--- src/hw/rtl/nts_pkg.sv ---
// ----------------------------------------------------------------------------
// nts_pkg
// shared types and constants of the nearest timestamp search unit
// ----------------------------------------------------------------------------
package nts_pkg;

	// table depth default
	localparam int DEPTH_DEF = 2048;

	// fixed field widths
	localparam int OP_W    = 2;
	localparam int STAMP_W = 32;
	localparam int READ_W  = 32;
	localparam int POS_W   = 11;

	// a difference at or above this never counts as a match
	localparam logic [STAMP_W-1:0] FAR_LIMIT = 32'd999999999;

	// item opcodes, code 3 is ignored
	typedef enum logic [OP_W-1:0] {
		OP_APPEND = 2'd0,
		OP_QUERY  = 2'd1,
		OP_CLEAR  = 2'd2
	} op_t;

	// result of the shared probe compare unit
	typedef struct packed {
		logic               closer;
		logic               go_right;
		logic [STAMP_W-1:0] diff;
	} probe_t;

	// one finished query result
	typedef struct packed {
		logic               found;
		logic [POS_W-1:0]   position;
		logic [STAMP_W-1:0] best_stamp;
		logic [READ_W-1:0]  best_reading;
	} res_t;

endpackage

--- src/hw/rtl/nts_in_if.sv ---
// ----------------------------------------------------------------------------
// nts_in_if
// request channel: append, query or clear items
// ----------------------------------------------------------------------------
interface nts_in_if;

	logic                       valid;
	logic                       ready;
	logic [nts_pkg::OP_W-1:0]    op;
	logic [nts_pkg::STAMP_W-1:0] stamp;
	logic [nts_pkg::READ_W-1:0]  reading;

	modport source (output valid, output op, output stamp, output reading, input ready);
	modport sink   (input valid, input op, input stamp, input reading, output ready);

endinterface

--- src/hw/rtl/nts_seq.sv ---
// ----------------------------------------------------------------------------
// nts_seq
// sequencer: table fill, binary search probes and best record tracking
// ----------------------------------------------------------------------------
module nts_seq #(
	parameter int DEPTH = nts_pkg::DEPTH_DEF,
	localparam int AW   = (DEPTH > 1) ? $clog2(DEPTH) : 1,
	localparam int CW   = $clog2(DEPTH + 1)
) (
	input  logic                        clk,
	input  logic                        arst_n,
	nts_in_if.sink                      req,
	// record memory
	output logic                        wr_en,
	output logic [AW-1:0]               wr_addr,
	output logic [nts_pkg::STAMP_W-1:0] wr_stamp,
	output logic [nts_pkg::READ_W-1:0]  wr_reading,
	output logic                        rd_en,
	output logic [AW-1:0]               rd_addr,
	input  logic [nts_pkg::STAMP_W-1:0] rd_stamp,
	input  logic [nts_pkg::READ_W-1:0]  rd_reading,
	// shared compare unit
	output logic [nts_pkg::STAMP_W-1:0] probe_key,
	output logic [nts_pkg::STAMP_W-1:0] probe_best,
	input  nts_pkg::probe_t             probe,
	// result hand-off
	output logic                        res_valid,
	output nts_pkg::res_t               res,
	input  logic                        res_take,
	output logic [CW-1:0]               fill_count
);

	typedef enum logic [2:0] {
		S_IDLE  = 3'b001,
		S_PROBE = 3'b010,
		S_DONE  = 3'b100
	} state_t;

	state_t state_q;
	state_t state_d;

	logic [CW-1:0]               count_q;
	logic [CW-1:0]               lo_q;
	logic [CW-1:0]               hi_q;
	logic [CW-1:0]               lo_d;
	logic [CW-1:0]               hi_d;
	logic [CW-1:0]               mid_d;
	logic [AW-1:0]               mid_q;
	logic [nts_pkg::STAMP_W-1:0] key_q;
	logic [nts_pkg::STAMP_W-1:0] best_diff_q;
	logic                        have_q;
	logic [AW-1:0]               best_idx_q;
	logic [nts_pkg::STAMP_W-1:0] best_stamp_q;
	logic [nts_pkg::READ_W-1:0]  best_reading_q;
	logic                        accept;
	logic                        start;
	logic                        span_ok;
	logic                        room;

	assign req.ready = (state_q == S_IDLE);
	assign accept    = req.valid && req.ready;
	assign start     = accept && (req.op == nts_pkg::OP_QUERY);
	assign room      = count_q < CW'(DEPTH);

	// appends go straight into the memories at the fill count while there is room
	assign wr_en      = accept && (req.op == nts_pkg::OP_APPEND) && room;
	assign wr_addr    = count_q[AW-1:0];
	assign wr_stamp   = req.stamp;
	assign wr_reading = req.reading;

	// next search interval, hi is exclusive
	always_comb begin
		lo_d = lo_q;
		hi_d = hi_q;
		if (state_q == S_IDLE) begin
			lo_d = '0;
			hi_d = count_q;
		end else if (state_q == S_PROBE) begin
			if (probe.go_right) begin
				lo_d = CW'(mid_q) + 1'b1;
			end else begin
				hi_d = CW'(mid_q);
			end
		end
	end

	assign span_ok = lo_d < hi_d;
	assign mid_d   = lo_d + ((hi_d - lo_d - 1'b1) >> 1);
	assign rd_en   = (start || (state_q == S_PROBE)) && span_ok;
	assign rd_addr = mid_d[AW-1:0];

	assign probe_key  = key_q;
	assign probe_best = best_diff_q;

	always_comb begin
		state_d = state_q;
		unique case (state_q)
			S_IDLE: begin
				if (start) begin
					state_d = span_ok ? S_PROBE : S_DONE;
				end
			end
			S_PROBE: begin
				if (!span_ok) begin
					state_d = S_DONE;
				end
			end
			S_DONE: begin
				if (res_take) begin
					state_d = S_IDLE;
				end
			end
			default: state_d = S_IDLE;
		endcase
	end

	always_ff @(posedge clk or negedge arst_n) begin
		if (!arst_n) begin
			state_q <= S_IDLE;
			count_q <= '0;
			lo_q    <= '0;
			hi_q    <= '0;
			have_q  <= 1'b0;
		end else begin
			state_q <= state_d;
			if (wr_en) begin
				count_q <= count_q + 1'b1;
			end else if (accept && (req.op == nts_pkg::OP_CLEAR)) begin
				count_q <= '0;
			end
			if (start || (state_q == S_PROBE)) begin
				lo_q <= lo_d;
				hi_q <= hi_d;
			end
			if (start) begin
				have_q <= 1'b0;
			end else if ((state_q == S_PROBE) && probe.closer) begin
				have_q <= 1'b1;
			end
		end
	end

	// search payload
	always_ff @(posedge clk) begin
		if (rd_en) begin
			mid_q <= rd_addr;
		end
		if (start) begin
			key_q          <= req.stamp;
			best_diff_q    <= nts_pkg::FAR_LIMIT;
			best_idx_q     <= '0;
			best_stamp_q   <= '0;
			best_reading_q <= '0;
		end else if ((state_q == S_PROBE) && probe.closer) begin
			best_diff_q    <= probe.diff;
			best_idx_q     <= mid_q;
			best_stamp_q   <= rd_stamp;
			best_reading_q <= rd_reading;
		end
	end

	assign res_valid        = (state_q == S_DONE);
	assign res.found        = have_q;
	assign res.position     = nts_pkg::POS_W'(best_idx_q);
	assign res.best_stamp   = best_stamp_q;
	assign res.best_reading = best_reading_q;
	assign fill_count       = count_q;

endmodule

--- src/flat_wrapper.sv ---
// flat-port wrapper written by rule: the top's interface ports become plain ports
module nts_seq_flat 
#(
	parameter int DEPTH = nts_pkg::DEPTH_DEF,
	localparam int AW   = (DEPTH > 1) ? $clog2(DEPTH) : 1,
	localparam int CW   = $clog2(DEPTH + 1)
)
  (clk, arst_n, wr_en, wr_addr, wr_stamp, wr_reading, rd_en, rd_addr, rd_stamp, rd_reading, probe_key, probe_best, probe, res_valid, res, res_take, fill_count, req_valid, req_op, req_stamp, req_reading, req_ready);
  nts_in_if req_i ();
  input  logic clk;
  input  logic arst_n;
  output logic wr_en;
  output logic [AW-1:0] wr_addr;
  output logic [nts_pkg::STAMP_W-1:0] wr_stamp;
  output logic [nts_pkg::READ_W-1:0] wr_reading;
  output logic rd_en;
  output logic [AW-1:0] rd_addr;
  input  logic [nts_pkg::STAMP_W-1:0] rd_stamp;
  input  logic [nts_pkg::READ_W-1:0] rd_reading;
  output logic [nts_pkg::STAMP_W-1:0] probe_key;
  output logic [nts_pkg::STAMP_W-1:0] probe_best;
  input  nts_pkg::probe_t probe;
  output logic res_valid;
  output nts_pkg::res_t res;
  input  logic res_take;
  output logic [CW-1:0] fill_count;
  input wire logic [$bits(req_i.valid)-1:0] req_valid;
  input wire logic [$bits(req_i.op)-1:0] req_op;
  input wire logic [$bits(req_i.stamp)-1:0] req_stamp;
  input wire logic [$bits(req_i.reading)-1:0] req_reading;
  output wire logic [$bits(req_i.ready)-1:0] req_ready;
  assign req_i.valid = req_valid;
  assign req_i.op = req_op;
  assign req_i.stamp = req_stamp;
  assign req_i.reading = req_reading;
  assign req_ready = req_i.ready;
  nts_seq #(.DEPTH(DEPTH)) u_core (.clk(clk), .arst_n(arst_n), .req(req_i), .wr_en(wr_en), .wr_addr(wr_addr), .wr_stamp(wr_stamp), .wr_reading(wr_reading), .rd_en(rd_en), .rd_addr(rd_addr), .rd_stamp(rd_stamp), .rd_reading(rd_reading), .probe_key(probe_key), .probe_best(probe_best), .probe(probe), .res_valid(res_valid), .res(res), .res_take(res_take), .fill_count(fill_count));
endmodule
--- config.mk ---
export PLATFORM = sky130hd
export DESIGN_NAME = nts_seq_flat
export DESIGN_NICKNAME = d
export VERILOG_FILES = /design/src/hw/rtl/nts_pkg.sv /design/src/hw/rtl/nts_in_if.sv /design/src/hw/rtl/nts_seq.sv /design/src/flat_wrapper.sv
export SDC_FILE = /design/constraint.sdc
export NUM_CORES = 1
export LEC_CHECK = 0
export BUFFER_PORTS_ARGS = -buffer_cell sky130_fd_sc_hd__buf_2
export CAP_MARGIN = 20
export CORE_AREA = 2 2 159 161
export CTS_CLUSTER_SIZE = 20
export DETAILED_ROUTE_END_ITERATION = 10
export DIE_AREA = 0 0 161 163
export GPL_TIMING_DRIVEN = 0
export PLACE_DENSITY = 0.69
export SYNTH_ARGS = -nofsm -noshare
export SYNTH_HDL_FRONTEND = slang
export SYNTH_SLANG_ARGS = --single-unit
--- constraint.sdc ---
create_clock -name clk -period 6.9 [get_ports clk]
set_input_delay 1.035 -clock clk [delete_from_list [all_inputs] [get_ports clk]]
set_output_delay 1.035 -clock clk [all_outputs]
set_load 0.03 [all_outputs]
### Yosys cells after proc, flatten, opt, wreduce, memory -nomap -nowiden

Index checks and enable logic that the tools add are counted.

* register bits: 190
* word-level logic and storage cells: 53
* input port bits: 168
* output and inout port bits: 242

* muxes and demuxes: 15
* add/subtract/negate cells: 5
* eq/ne operators: 8
* magnitude comparators: 2
* reductions and logical operators: 12

Operator list (number)
* $mux 12: 8
* $add 11x1->12 const B: 1
* $add 12x1->12 const B: 1
* $lt 12x12->1: 1
* $lt 12x12->1 const B: 1
* $mux 3: 4
* $sub 12x1->12 const B: 1
* $sub 12x12->12: 1
* $add 11x11->11: 1
* $pmux 3 s3: 1
* $logic_and 1x1->1: 7
* $ne 2x2->1 const B: 2
* $reduce_bool 2->1: 2
* $eq 3x1->1 const B: 1
* $eq 3x2->1 const B: 1
* $eq 3x3->1 const B: 1
* $reduce_and 3->1: 1
* $eq 2x1->1 const B: 1
* $eq 2x2->1 const B: 1
* $logic_not 2->1: 1
* $mux 1: 2
* $ne 2x1->1 const B: 1
* $logic_or 1x1->1: 1

### Logic depth before layout (Yosys ltp)

* depth after elaboration: 8
* depth in mapped cells: 23
* mapped depth without buffers: 21

### Worst setup path after synthesis

No wires, ideal clock.

* path kind: input to output
* from: input probe[32] (netlist name)
* to: output rd_addr[10]
* arrival time: 5.142 ns
* data required time: 5.865 ns
* path slack: 0.723 ns
* stages on the path: 18
* buffers on the path: 1
* cells stage by stage: nor4b_2 -> clkbuf_1 -> mux2i_1 -> nor2_1 -> a21oi_1 -> inv_1 -> ha_1 -> nand2_1 -> o31ai_1 -> xor2_1 -> ha_1 -> a21o_1 -> maj3_1 -> nand2_1 -> o221ai_1 -> a41oi_1 -> o21bai_1 -> xnor2_1

* word-level cells in the longest chain between the ends: 6
* elaborated cells on any way between the ends: 9
* those cells by class: add/sub (3); mux (6)

Ends and longest elaborated chain
* from (decl): line flat_wrapper.sv:22 `input nts_pkg::probe_t probe;`
* $mux 12: line nts_seq.sv:79 `if (probe.go_right) begin`
* $mux 12: line nts_seq.sv:78 `end else if (state_q == S_PROBE) begin`
* $mux 12: line nts_seq.sv:75 `if (state_q == S_IDLE) begin`
* via u_core.hi_d[2]: line nts_seq.sv:46 `logic [CW-1:0] hi_d;`
* $sub 12x12->12: line nts_seq.sv:88 `assign mid_d = lo_d + ((hi_d - lo_d - 1'b1) >> 1);`
* $sub 12x1->12: line nts_seq.sv:88
* $add 11x11->11: line nts_seq.sv:88
* to (decl): line flat_wrapper.sv:17 `output logic [AW-1:0] rd_addr;`

The timed path passes the listed nets, and every way through them passes these cells.

### Worst setup path in the final report

Same ends and word-level chain as after synthesis.

==> metrics.csv <==
metric,value,unit
outcome,finished clean,
yosys warns,0,
ys async rst share,0.2105,
"Slew Viols, Final",0,
CP bufs+invs,4,
# Max-Cap Violations,0,
Antenna Violating Nets Remaining,0,
critical path class,input pin to output port,
Via density,4.792,
std cell rows,58,
post-detail-place hpwl,22330,µm
Syn Nets,1220,
"Hold Vio Cnt, Final",0,
R2R depth,22,
CTS buffer count,17,
"Slowest-stage cell, CP",nor4b_4,
# hold bufs at CTS,0,
Worst Path Required,5860,ps
post-route cell area,11940,µm²
Total Power,3.969,mW
pre-CTS WS,-60.84,ps
final setup fails,0,
layout cells sized above 1,0.3622,
Post-Layout Cell Count,1760,
first-pass GRT wire length,42090,µm
largest net degree at the start of global routing,41,
Worst-path clk slew,70,ps
Hold Path Sink,u_core.probe_best[18],
largest stage delay on the critical path,470,ps
Clock Tree Buf Depth,2,
final hold slack,452.3,ps
worst vdd ir,272.8,µV
postcts setup bufs,0,
Max Fclk,0.1540,GHz
Worst R2R End,u_core.mid_q[9],
Worst-Skew Late Latency,430,ps
clock root cell,clkbuf_16,
"commonest non-fill, non-tap cells in the layout","buf_2, nand2_1, dfxtp_1, a21oi_1, buf_4",
TritonCTS Sinks,190,
Area Overhead vs Synth,32.69,%
number of remaining DRC errors,0,
final core occ,0.4841,
synth unique cells,70,
placed cells,1729,
Core Area,24670,µm²
initial antenna violation count,0,
prevailing post-synth register cell,dfxtp_1,
"Seq/Total Area, Yosys",0.4928,
crit path time final,6492,ps
Top Family by Delay on Critical Path,compound AO/OA/AOI/OAI gates,
slew margin rel.,0.3779,
die area,26240,µm²
PwrDens,332.3,nW/µm²
Die Wd,161,µm
TritonCTS clock tree,built,
internal reg-to-reg setup slack,1880,ps
CP startpoint kind,input pin,
port bufs,377,
CP Capture Type,output port,
ANT cells,0,
largest fanout on the critical path,10,
H-tree Lvls,4,
Lkg Pwr,5.696,nW
Hold Path Depth,2,
wire length per cell,16.12,µm
drt initial violations,685,
DP Area,11330,µm²
I/O Pins,410,
Final TNS setup,0,ps
Post-Syn Area per Cell,8.825,µm²
vias in the first global route,7669,
grt total ovfl,0,
"commonest non-fill, non-tap cell in the layout",buf_2,
Tcrit/Tclk final,0.9409,
hold path start,u_core.probe_best[18],
gp weighted congestion,0.8730,
number of synthesized flops with an enable pin,43,
Yosys reg bits,190,
Pre-antenna DRT Iters,7,
Max Clock Skew,13.84,ps
Hold WC Path Type,flip-flop to flip-flop,
min setup slack post-route,407.7,ps
Least-Margin Pin Slew,933.2,ps
post_cts resized,1,
nets,1617,
CP Cell Sequence,buf_2 > nor4b_4 > clkbuf_4 > mux2i_1 > nor2_1 > a21oi_2 > inv_1 > ha_1 > nand2_1 > o31ai_1 > xor2_1 > ha_1 > a21o_1 > maj3_1 > nand2_1 > o221ai_1 > a41oi_1 > o21bai_1 > xnor2_1 > buf_2,
DR vias,8434,
final WL,28370,µm
post-synthesis cell area,9001,µm²
starting density of the core,0.3648,
Arrival @ worst endpoint,5460,ps
GRT Util Overall,0.2050,
die height,163,µm
Critical R2R Launch,u_core.state_q[2],
Synth Instances,1020,
[state kept, by name, indices dropped and copies added (netlist names)]
signal / cells
u_core.best_reading_q: 32
u_core.best_stamp_q: 32
u_core.probe_best: 32
u_core.probe_key: 32
u_core.fill_count: 12
u_core.hi_q: 12
u_core.lo_q: 12
u_core.best_idx_q: 11
u_core.mid_q: 11
u_core.state_q: 3
u_core.have_q: 1
[worst register-to-register path, cell delays in order, from the launching register on]
cell and delay (ps):
dfrtp_1 370, buf_2 180, nor2_1 100, nand2_1 170, inv_1 290, clkbuf_2 310
clkbuf_2 280, o21ai_0 290, fa_1 530, nand3_1 100, nand2_1 80, a21o_1 190
a21o_1 200, a31oi_1 290, o21bai_1 120, a21oi_1 190, xnor2_1 150, ha_1 250
inv_1 160, nor3_1 80, a31oi_1 140, a21boi_0 190, nand3b_1 120
[layer usage]
metal | global-route usage | routed length, µm | up-vias
met5 | 0 | 0 | -
met4 | 0.08726 | 927 | 0
met3 | 0.03565 | 1692 | 47
met2 | 0.3636 | 14500 | 299
met1 | 0.2452 | 11250 | 3934
li1 | - | - | 4154
[worst max-delay path by stage]
stage / from / endpoint / depth (start not counted)
after CTS: u_core.state_q[2] / rd_addr[10] / 21
final: probe[32] / rd_addr[10] / 20
after detailed placement: probe[32] / rd_addr[10] / 20
after floorplan: probe[32] / rd_addr[10] / 18
after global routing: probe[32] / rd_addr[10] / 20
after global placement: probe[32] / rd_en / 18
[synth_stat cells (all sizes together) (4+ instances only)]
cell type,number,share of area
nand2,275,0.11
a21oi,107,0.060
dfxtp,107,0.24
buf,85,0.068
o21ai,46,0.026
edfxtp,43,0.14
clkbuf,40,0.017
nor2,40,0.017
dfrtp,39,0.11
ha,30,0.042
inv,30,0.013
nand3,29,0.016
xnor2,18,0.018
xor2,14,0.014
a21o,11,0.0092
mux2i,10,0.011
a31oi,9,0.0063
nand4,8,0.0056
o21a,6,0.0051
a211oi,4,0.0033
and3,4,0.0028
nor3,4,0.0022
[final cells by class]
| type | count | area, µm² |
|---|---|---|
| well taps | 330 | 412.9 |
| flip-flops and latches | 190 | 4436 |
| inverters | 31 | 116.4 |
| clock inverters | 13 | 140.1 |
| clock buffers | 19 | 454.2 |
| repair buffers | 379 | 1914 |
| fillers | 2407 | 12730 |
| plain buffers | 124 | 767.0 |
| multi-input cells | 674 | 3704 |
[cell families after synthesis]
family	synth area share
compound gates	0.1357
fa+ha+maj	0.04837
xor+xnor	0.03114
flops	0.4928
simple gates	0.1833
buf+inv	0.09758
mux	0.01112
[where the power goes]
group	internal, mW	total (mW)	switching [mW]
registers	1.28	1.36	0.0832
clock network	0.506	0.986	0.481
logic	0.552	1.62	1.07
total	2.34	3.97	1.63
(Power assumes the default switching activity.)
