### config.mk
export PLATFORM = sky130hd
export DESIGN_NAME = nts_probe
export DESIGN_NICKNAME = d
export VERILOG_FILES = /design/src/hw/rtl/nts_pkg.sv /design/src/hw/rtl/nts_probe.sv
export SDC_FILE = /design/constraint.sdc
export NUM_CORES = 1
export LEC_CHECK = 0
export ABC_AREA = 1
export BUFFER_PORTS_ARGS = -buffer_cell sky130_fd_sc_hd__buf_2
export CAP_MARGIN = 20
export CORE_MARGIN = 5
export CORE_UTILIZATION = 45
export DETAILED_ROUTE_END_ITERATION = 7
export PLACE_DENSITY = 0.71
export SLEW_MARGIN = 30
export SYNTH_ARGS = -nofsm -noshare
export SYNTH_HDL_FRONTEND = slang
export SYNTH_SLANG_ARGS = --single-unit
### constraint.sdc
create_clock -name vclk -period 4.08
set_clock_uncertainty 0.1 [all_clocks]
set_input_delay 0.816 -clock vclk [all_inputs]
set_output_delay 0.816 -clock vclk [all_outputs]
set_load 0.02 [all_outputs]
### src/hw/rtl/nts_pkg.sv
// ----------------------------------------------------------------------------
// nts_pkg
// shared types and constants of the nearest timestamp search unit
// ----------------------------------------------------------------------------
package nts_pkg;

	// table depth default
	localparam int DEPTH_DEF = 2048;

	// fixed field widths
	localparam int OP_W    = 2;
	localparam int STAMP_W = 32;
	localparam int READ_W  = 32;
	localparam int POS_W   = 11;

	// a difference at or above this never counts as a match
	localparam logic [STAMP_W-1:0] FAR_LIMIT = 32'd999999999;

	// item opcodes, code 3 is ignored
	typedef enum logic [OP_W-1:0] {
		OP_APPEND = 2'd0,
		OP_QUERY  = 2'd1,
		OP_CLEAR  = 2'd2
	} op_t;

	// result of the shared probe compare unit
	typedef struct packed {
		logic               closer;
		logic               go_right;
		logic [STAMP_W-1:0] diff;
	} probe_t;

	// one finished query result
	typedef struct packed {
		logic               found;
		logic [POS_W-1:0]   position;
		logic [STAMP_W-1:0] best_stamp;
		logic [READ_W-1:0]  best_reading;
	} res_t;

endpackage

### src/hw/rtl/nts_probe.sv
// ----------------------------------------------------------------------------
// nts_probe
// shared compare unit: distance to the key and search direction
// ----------------------------------------------------------------------------
module nts_probe (
	input  logic [nts_pkg::STAMP_W-1:0] probe_stamp,
	input  logic [nts_pkg::STAMP_W-1:0] key,
	input  logic [nts_pkg::STAMP_W-1:0] best_diff,
	output nts_pkg::probe_t             result
);

	logic above;

	assign above = probe_stamp > key;

	always_comb begin
		result.go_right = above;
		result.diff     = above ? (probe_stamp - key) : (key - probe_stamp);
		result.closer   = result.diff < best_diff;
	end

endmodule

======== Word level (Yosys, flattened, before mapping) ========
Cells that the tools add are included.
Widths: inputs -> output; s select.
storage, ports and cells
  latch bits .............................. 0
  bits in registers ....................... 0
  RAM bits ................................ 0
  input bits .............................. 96
  bits in read-only memories .............. 0
  memories ................................ 0
  output and inout port bits .............. 34
  word-level logic and storage cells ...... 5
cells by class
  order comparisons ....................... 2
  shift operators ......................... 0
  eq/ne operators ......................... 0
  bitwise operators ....................... 0
  multipliers ............................. 0
  div/mod/pow operators ................... 0
  multiplexer cells ....................... 1
  add/subtract/negate cells ............... 2
  reduce and logical (&&, ||, !) cells .... 0
operators with widths
  operator        number
  $sub 32x32->32  2
  $gt 32x32->1    1
  $lt 32x32->1    1
  $mux 32         1

======== Depth between registers and ports, before layout ========
Gate-level depths: netlist of run 1.
  depth after elaboration ................. 3
  mapped depth ............................ 25
  mapped depth without buffers ............ 23

======== Worst setup path before layout of run 1 ========
OpenSTA, ideal clock, no wires.
  kind .................................... in2out
  from .................................... in probe_stamp[0] (netlist name)
  to ...................................... out result[33] (netlist name)
  arrival ................................. 3,915 ps
  stages .................................. 23
  buffers on the path ..................... 1
  data required time ...................... 3,164 ps
  slack ................................... -751 ps
  cells stage by stage .................... inv_1 ha_1 inv_1 fa_1 nand3_1 nand3_2 nand2_1 nand2_2 nand2_2 nand2_2 nand2_2 nand2_2 nand2_2 buf_2 o21ai_0 ha_1 nand2_1 inv_1 o21ai_0 nand2_1 a41oi_1 nand2_1 a21oi_1
RTL lines
  element          RTL line        text
  start, declared  nts_probe.sv:6  input logic [nts_pkg::STAMP_W-1:0] probe_stamp,
  end, declared    nts_probe.sv:9  output nts_pkg::probe_t result

==> Implementation_results.wiki, run 1 <==
{| class="wikitable"
! Metric !! Value
|-
| Kind of end point of the critical path || output pin
|-
| Maximum capacitance violations || 0
|-
| Instance area after placement || 8340 um^2
|-
| Worst hold path class || in2out
|-
| Fin Setup TNS || -0.539 ns
|-
| Global-route wire length before repair || 33100 um
|-
| Synth Area in XOR/XNOR || 4.53%
|-
| Worst setup path category || in2out
|-
| Largest driver fanout on the critical path || 5
|-
| Die height || 125 um
|-
| Combined area of all synthesized cells || 5990 um^2
|-
| Met1 layer usage reported by global route || 33.9%
|-
| Overall Power || 1.91 mW
|-
| Main area contributors after synthesis || sky130_fd_sc_hd__nand2_1 28%, sky130_fd_sc_hd__ha_1 20%, sky130_fd_sc_hd__inv_1 18%, sky130_fd_sc_hd__nand3_1 5.7%, sky130_fd_sc_hd__a21oi_1 4.2%
|-
| Maximum number of pins on one net before global-route repair || 13
|-
| Power per cell area || 208 nW/um^2
|-
| Placeable core region || 13100 um^2
|-
| Most frequently used cell type in the post-synthesis netlist || sky130_fd_sc_hd__nand2_1
|-
| Post-layout minimum cycle time || 4.62 ns
|-
| Post-synthesis share of cell area spent on full adders, half adders and majority gates || 20.3%
|-
| Synth area leader || sky130_fd_sc_hd__nand2_1
|-
| Post-layout util || 69.8%
|-
| Grt met3 use || 2.86%
|-
| Instance count of the mapped netlist || 1163
|-
| Pre-CTS worst setup slack || -0.604 ns
|-
| Total count of max-transition violations in the final report || 0
|-
| Hold-fix buffer count after cts || 0
|-
| Number of warning messages in the yosys log || 0
|-
| Worst setup slack after layout || -0.539 ns
|-
| Mean post-synth cell area || 5.15 um^2
|-
| Sum of overflow across all layers after global routing || 0
|-
| Number of distinct standard cells referenced by the synthesized netlist || 33
|-
| Number of global-route vias before repair || 7365
|-
| Synth cell count leaders || 453 x sky130_fd_sc_hd__nand2_1, 281 x sky130_fd_sc_hd__inv_1, 94 x sky130_fd_sc_hd__ha_1
|-
| Achievable frequency || 217 MHz
|-
| Synthesized Nets || 1355
|-
| Area delta synth->final || 53.0%
|-
| Slew at the pin closest to its max-slew limit || 0.382 ns
|-
| Count of final setup violators || 1
|-
| Detailed Route WL || 21300 um
|-
| GR Layer Usage met2 || 41.8%
|-
| Final non-filler cell area || 9170 um^2
|-
| Routability Congestion || 0.987
|-
| Count of boundary I/O pins || 130
|-
| Routed via count || 7888
|-
| Average via count per standard cell || 4.72
|-
| Number of nets with antenna violations after detailed routing || 0
|-
| Total Nets Final || 1690
|-
| Critical Path Source Type || input pin
|-
| Share of Yosys cell area claimed by the top area cell type || 28.4%
|-
| Fraction of layout cells with a size suffix above 1 || 34.2%
|-
| Aggregate global-route resource usage || 24.5%
|-
| Number of placement rows || 42
|-
| Area of the die || 15700 um^2
|-
| Port bufs || 130
|-
| Antenna violations before repair || 0
|-
| DRT iter0 DRCs || 392
|-
| Count of sequential standard cells || 0
|-
| Share of the yosys chip area belonging to registers || 0%
|-
| Final Hold Viols || 0
|-
| Die outline width || 125 um
|-
| Main combinational cell family by area after synthesis || simple AND/OR/NAND/NOR gates
|-
| Data arrival time of the critical path || 3.70 ns
|-
| Area of the multi-input gates || 5370 um^2
|-
| Standby leakage power || 5.70 nW
|-
| Outcome || finished, violations left
|-
| Pre-Repair DR Iteration Count || 5
|-
| Total half-perimeter wirelength after legalization and detailed placement || 17900 um
|-
| VDD IR-drop max || 0.0000806 V
|-
| Final clock period utilization by the worst path || 113%
|-
| Final antenna diode count || 0
|-
| Multiplexer fraction of the synthesized cell area || 0%
|-
| Share of the synthesized area in compound gates (AO/OA/AOI/OAI) || 8.33%
|-
| Starting density of the core || 45.6%
|-
| Top Usage Layer GRT || met2
|-
| Combined flip-flop and latch cell area || 0 um^2
|-
| Average wire per standard cell || 12.8 um
|-
| Required time of the worst setup path || 3.16 ns
|-
| Slew margin rel. || 74.5%
|-
| Simple-gate area share of the yosys netlist || 45.8%
|-
| Post-route DRC violation count || 0
|-
| Violated checks || negative setup slack
|-
| Number of filler cells placed in the layout || 1190
|-
| Layout clock buffers || 0
|-
| Setup repair after global routing missed its margin || true
|}
[cell usage in the layout (no fill, tap or decap), types with 14 or more instances in the layout]
| master | instances |
|---|---|
| sky130_fd_sc_hd__buf_2 | 128 |
| sky130_fd_sc_hd__nand3_1 | 65 |
| sky130_fd_sc_hd__ha_1 | 64 |
| sky130_fd_sc_hd__xnor2_1 | 14 |
| sky130_fd_sc_hd__nor2_1 | 38 |
| sky130_fd_sc_hd__nand4_1 | 16 |
| sky130_fd_sc_hd__a21oi_1 | 38 |
| sky130_fd_sc_hd__xor2_1 | 17 |
| sky130_fd_sc_hd__ha_4 | 28 |
| sky130_fd_sc_hd__nand2_1 | 437 |
| sky130_fd_sc_hd__inv_1 | 278 |
| sky130_fd_sc_hd__buf_4 | 213 |
| sky130_fd_sc_hd__nand2_2 | 36 |
[metrics by stage]
step / hold WS, ns / cells
2_1_floorplan: 1.76 / 1163
3_3_place_gp: 2.06 / 1656
3_5_place_dp: 2.08 / 1656
4_1_cts: 2.06 / 1666
5_1_grt: 2.09 / 1672
6_report: 2.06 / 1672
[cell families after synthesis]
group	Yosys count
AOI/OAI and AO/OA	83
xor gates and xnor gates	31
buffers and inverters	311
adders and majority gates	96
and+or+nand+nor	642
[metal layers]
metal | part of all wire [%] | wire length, um | up-vias
li1 | - | - | 4144
met1 | 45 | 9590 | 3470
met2 | 46 | 9870 | 246
met3 | 7.2 | 1530 | 28
met4 | 1.7 | 363 | 0
met5 | 0 | 0 | -
[final timing paths]
| check | start | end | slack, ns | depth (start not counted) |
|---|---|---|---|---|
| min | key[0] | result[0] | 2.06 | 5 |
| max | probe_stamp[0] | result[33] | -0.54 | 25 |
[power breakdown]
| group | switching [mW] | internal, mW |
|---|---|---|
| Combinational | 1.04 | 0.870 |
| Clock | 0 | 0 |
| Sequential | 0 | 0 |
| Total | 1.04 | 0.870 |
[critical path, cell delays in order]
cell and delay, ns:
sky130_fd_sc_hd__buf_6 0.10, sky130_fd_sc_hd__inv_4 0.04, sky130_fd_sc_hd__ha_4 0.13, sky130_fd_sc_hd__inv_4 0.03
sky130_fd_sc_hd__fa_2 0.35, sky130_fd_sc_hd__nand3_2 0.08, sky130_fd_sc_hd__nand3_2 0.07, sky130_fd_sc_hd__nand2_1 0.08
sky130_fd_sc_hd__nand2_2 0.07, sky130_fd_sc_hd__nand2_2 0.07, sky130_fd_sc_hd__nand2_2 0.06, sky130_fd_sc_hd__nand2_2 0.07
sky130_fd_sc_hd__nand2_2 0.07, sky130_fd_sc_hd__nand2_4 0.13, sky130_fd_sc_hd__buf_12 0.12, sky130_fd_sc_hd__buf_6 0.10
sky130_fd_sc_hd__nand2_1 0.05, sky130_fd_sc_hd__inv_1 0.06, sky130_fd_sc_hd__nor2_2 0.05, sky130_fd_sc_hd__ha_1 0.31
sky130_fd_sc_hd__nand4_1 0.16, sky130_fd_sc_hd__buf_4 0.19, sky130_fd_sc_hd__nor4_4 0.29, sky130_fd_sc_hd__a21oi_4 0.08
sky130_fd_sc_hd__buf_6 0.14
[final cells by class]
| class | count | area share, % |
|---|---|---|
| multi-input combinational | 852 | 58.5 |
| timing repair buffer | 355 | 27.2 |
| inverter | 289 | 11.9 |
| tap | 176 | 2.40 |
[what timing repair did]
| item | CTS | global route |
|---|---|---|
| setup buffers | 7 | 6 |
| endpoints found under the setup margin | 1 | 4 |
| pin swaps | 22 | 24 |
| gates cloned | 3 | 0 |
| resized for setup | 36 | 81 |
Note: power is estimated with default switching activity, not from simulation.
==> inputs of run 2 (changes only) <==
--- a/config.mk
+++ b/config.mk
@@ -9,9 +9,9 @@
 export BUFFER_PORTS_ARGS = -buffer_cell sky130_fd_sc_hd__buf_2
 export CAP_MARGIN = 20
 export CORE_MARGIN = 5
-export CORE_UTILIZATION = 45
+export CORE_UTILIZATION = 35
 export DETAILED_ROUTE_END_ITERATION = 7
-export PLACE_DENSITY = 0.71
+export PLACE_DENSITY = 0.58
 export SLEW_MARGIN = 30
 export SYNTH_ARGS = -nofsm -noshare
 export SYNTH_HDL_FRONTEND = slang
==> run 2 against run 1 <==
  * The flow still finishes with violations (negative setup slack)
  * Sequential cell count unchanged
  * Core utilization shrank 16 points
  * Sequential share of layout area did not move
  * Combinational power fell by 6%
  * First-iteration DRC count shrank 0.77%
  * Cell area is 1.7% lower
  * Cell count increased by 2.2%
  * Fmax increased by 0.96%
  * Routed wire length decreased by 1.4%
  * Setup slack better by 0.044 ns
  * Global-route usage decreased by 4.7 points
  * Critical path depth unchanged
  * Critical path type unchanged
  * Critical endpoint unchanged
  * Largest power group unchanged
==> Implementation_results.wiki, run 2 (synthesized netlist as in run 1, its figures left out) <==
{| class="wikitable"
! Metric !! Value
|-
| Post-route DRC violation count || 0 (unchanged)
|-
| Achievable frequency || 219 MHz (+0.96%)
|-
| Post-layout util || 54.0% (-16 points)
|-
| Pre-Repair DR Iteration Count || 5 (unchanged)
|-
| Maximum number of pins on one net before global-route repair || 23 (+10)
|-
| Worst hold path cell count || 5 (unchanged)
|-
| Combined flip-flop and latch cell area || 0 um^2 (unchanged)
|-
| Fraction of layout cells with a size suffix above 1 || 34.7% (+0.45 points)
|-
| Global-route wire length before repair || 33300 um (+0.42%)
|-
| Die height || 141 um (+12%)
|-
| Worst setup slack after layout || -0.495 ns (+0.0439 ns)
|-
| Number of global-route vias before repair || 7223 (-1.9%)
|-
| Internal Dissipation || 0.809 mW (-7.0%)
|-
| Standby leakage power || 5.67 nW (-0.46%)
|-
| Number of nets with antenna violations after detailed routing || 0 (unchanged)
|-
| Final clock period utilization by the worst path || 112% (-1.1 points)
|-
| Final non-filler cell area || 9020 um^2 (-1.7%)
|-
| Data arrival time of the critical path || 3.66 ns (-0.04 ns)
|-
| Critical Path Source Type || input pin
|-
| Violated checks || negative setup slack
|-
| Total count of max-transition violations in the final report || 0 (unchanged)
|-
| Outcome || finished, violations left
|-
| Fin Setup TNS || -0.495 ns (+0.0439 ns)
|-
| Final antenna diode count || 0 (unchanged)
|-
| Count of sequential standard cells || 0 (unchanged)
|-
| Leading cell types in the layout, fill and taps excluded || 417 x sky130_fd_sc_hd__nand2_1, 280 x sky130_fd_sc_hd__inv_1, 210 x sky130_fd_sc_hd__buf_4, 129 x sky130_fd_sc_hd__buf_2, 76 x sky130_fd_sc_hd__ha_1
|-
| Instance area after placement || 8420 um^2 (+1.0%)
|-
| Sum of overflow across all layers after global routing || 0 (unchanged)
|-
| Aggregate global-route resource usage || 19.9% (-4.7 points)
|-
| Port bufs || 130 (unchanged)
|-
| Total Nets Final || 1682 (-0.47%)
|-
| WHS || 2.07 ns (+0.0101 ns)
|-
| Largest driver fanout on the critical path || 8 (+3)
|-
| Worst hold path class || in2out
|-
| Switching share of total power || 55.1% (+0.72 points)
|-
| Most common library cell in the layout ignoring fill and taps || sky130_fd_sc_hd__nand2_1
|-
| Average wire per standard cell || 12.3 um (-3.5%)
|-
| Final Hold Viols || 0 (unchanged)
|-
| Starting density of the core || 35.9% (-9.7 points)
|-
| Routability Congestion || 0.942 (-4.6%)
|-
| Setup repair after global routing missed its margin || true
|-
| Share of total power in the clock network || 0% (unchanged)
|-
| Layout clock buffers || 0 (unchanged)
|-
| NetSw || 0.995 mW (-4.3%)
|-
| Maximum capacitance violations || 0 (unchanged)
|-
| Area delta synth->final || 50.4%
|-
| Slew margin rel. || 79.8% (+5.3 points)
|-
| Kind of end point of the critical path || output pin
|-
| Count of boundary I/O pins || 130 (unchanged)
|-
| Area of the die || 19800 um^2 (+26%)
|-
| Power per cell area || 200 nW/um^2 (-3.9%)
|-
| Worst setup path category || in2out
|-
| Placeable core region || 16700 um^2 (+27%)
|-
| Required time of the worst setup path || 3.16 ns (about the same)
|-
| VDD IR-drop max || 0.000136 V (+69%)
|-
| Slew at the pin closest to its max-slew limit || 0.301 ns (-0.0804 ns)
|-
| Number of placement rows || 47 (+12%)
|-
| Routed via count || 7701 (-2.4%)
|-
| Sequential cell fraction of total power || 0% (unchanged)
|-
| Die outline width || 141 um (+12%)
|-
| Gate power share || 100.0% (about the same)
|-
| DRT iter0 DRCs || 389 (-0.77%)
|-
| Detailed Route WL || 21100 um (-1.4%)
|-
| Total half-perimeter wirelength after legalization and detailed placement || 18700 um (+4.7%)
|-
| Post-layout minimum cycle time || 4.57 ns (-0.0439 ns)
|-
| Antenna violations before repair || 0 (unchanged)
|-
| Average via count per standard cell || 4.51 (-4.4%)
|-
| Count of final setup violators || 1 (unchanged)
|}
==> run 2: power groups by stage <==
stage | registers [mW] | clock network [mW] | logic, mW
CTS | 0 | 0 | 1.66
global placement | 0 | 0 | 1.63
detailed placement | 0 | 0 | 1.64
finish | 0 | 0 | 1.80
global route | 0 | 0 | 1.99
floorplan | 0 | 0 | 0.939
==> run 2: path summary, 6_finish.rpt <==
check / start / to / slack [ns]
max: probe_stamp[0] / result[33] / -0.49
min: key[0] / result[0] / 2.07
==> run 2: area by class of cell <==
type	count	area, um^2
timing repair buffer	347	2380
multi-input combinational	852	5280
fill	1795	7680
inverter	289	1080
tap	220	275
==> run 2: metrics by stage <==
stage | power (mW) | std cells | worst slack, ns
6_report | 1.80 | 1708 | -0.495
5_1_grt | 1.99 | 1708 | -0.653
4_1_cts | 1.66 | 1704 | -0.582
3_5_place_dp | 1.64 | 1704 | -0.643
3_3_place_gp | 1.63 | 1704 | -0.641
2_1_floorplan | 0.939 | 1163 | -0.334
==> run 2: metal layers <==
layer	track usage (%)	vias to the layer above	share of wire (%)
met4	1.68	0	0.77
li1	-	4119	-
met3	1.15	12	5.5
met2	32.7	184	44
met5	0	-	0
met1	29.6	3386	50
==> run 2: repair_timing <==
item | in CTS | in global routing
gates cloned | 0 | 3
endpoints found under the setup margin | 1 | 1
gates resized for setup | 22 | 93
setup buffers | 0 | 1
hold buffers | 0 | 0
pin swaps | 5 | 16
==> run 2: worst max-delay path, cell delays in order <==
cell and delay, ns:
sky130_fd_sc_hd__buf_2 0.11, sky130_fd_sc_hd__inv_1 0.05, sky130_fd_sc_hd__ha_1 0.13, sky130_fd_sc_hd__inv_1 0.06
sky130_fd_sc_hd__fa_2 0.35, sky130_fd_sc_hd__nand3_2 0.07, sky130_fd_sc_hd__nand3_2 0.09, sky130_fd_sc_hd__nand2_2 0.08
sky130_fd_sc_hd__nand2_2 0.07, sky130_fd_sc_hd__nand2_2 0.07, sky130_fd_sc_hd__nand2_2 0.05, sky130_fd_sc_hd__nand2_2 0.09
sky130_fd_sc_hd__nand2_4 0.08, sky130_fd_sc_hd__nand2_8 0.14, sky130_fd_sc_hd__clkbuf_16 0.18, sky130_fd_sc_hd__nand3_1 0.09
sky130_fd_sc_hd__nand2_2 0.11, sky130_fd_sc_hd__ha_4 0.21, sky130_fd_sc_hd__a21oi_2 0.13, sky130_fd_sc_hd__o21ai_0 0.09
sky130_fd_sc_hd__a21oi_1 0.13, sky130_fd_sc_hd__o21ai_1 0.09, sky130_fd_sc_hd__buf_4 0.14, sky130_fd_sc_hd__a21oi_4 0.11
sky130_fd_sc_hd__buf_6 0.13
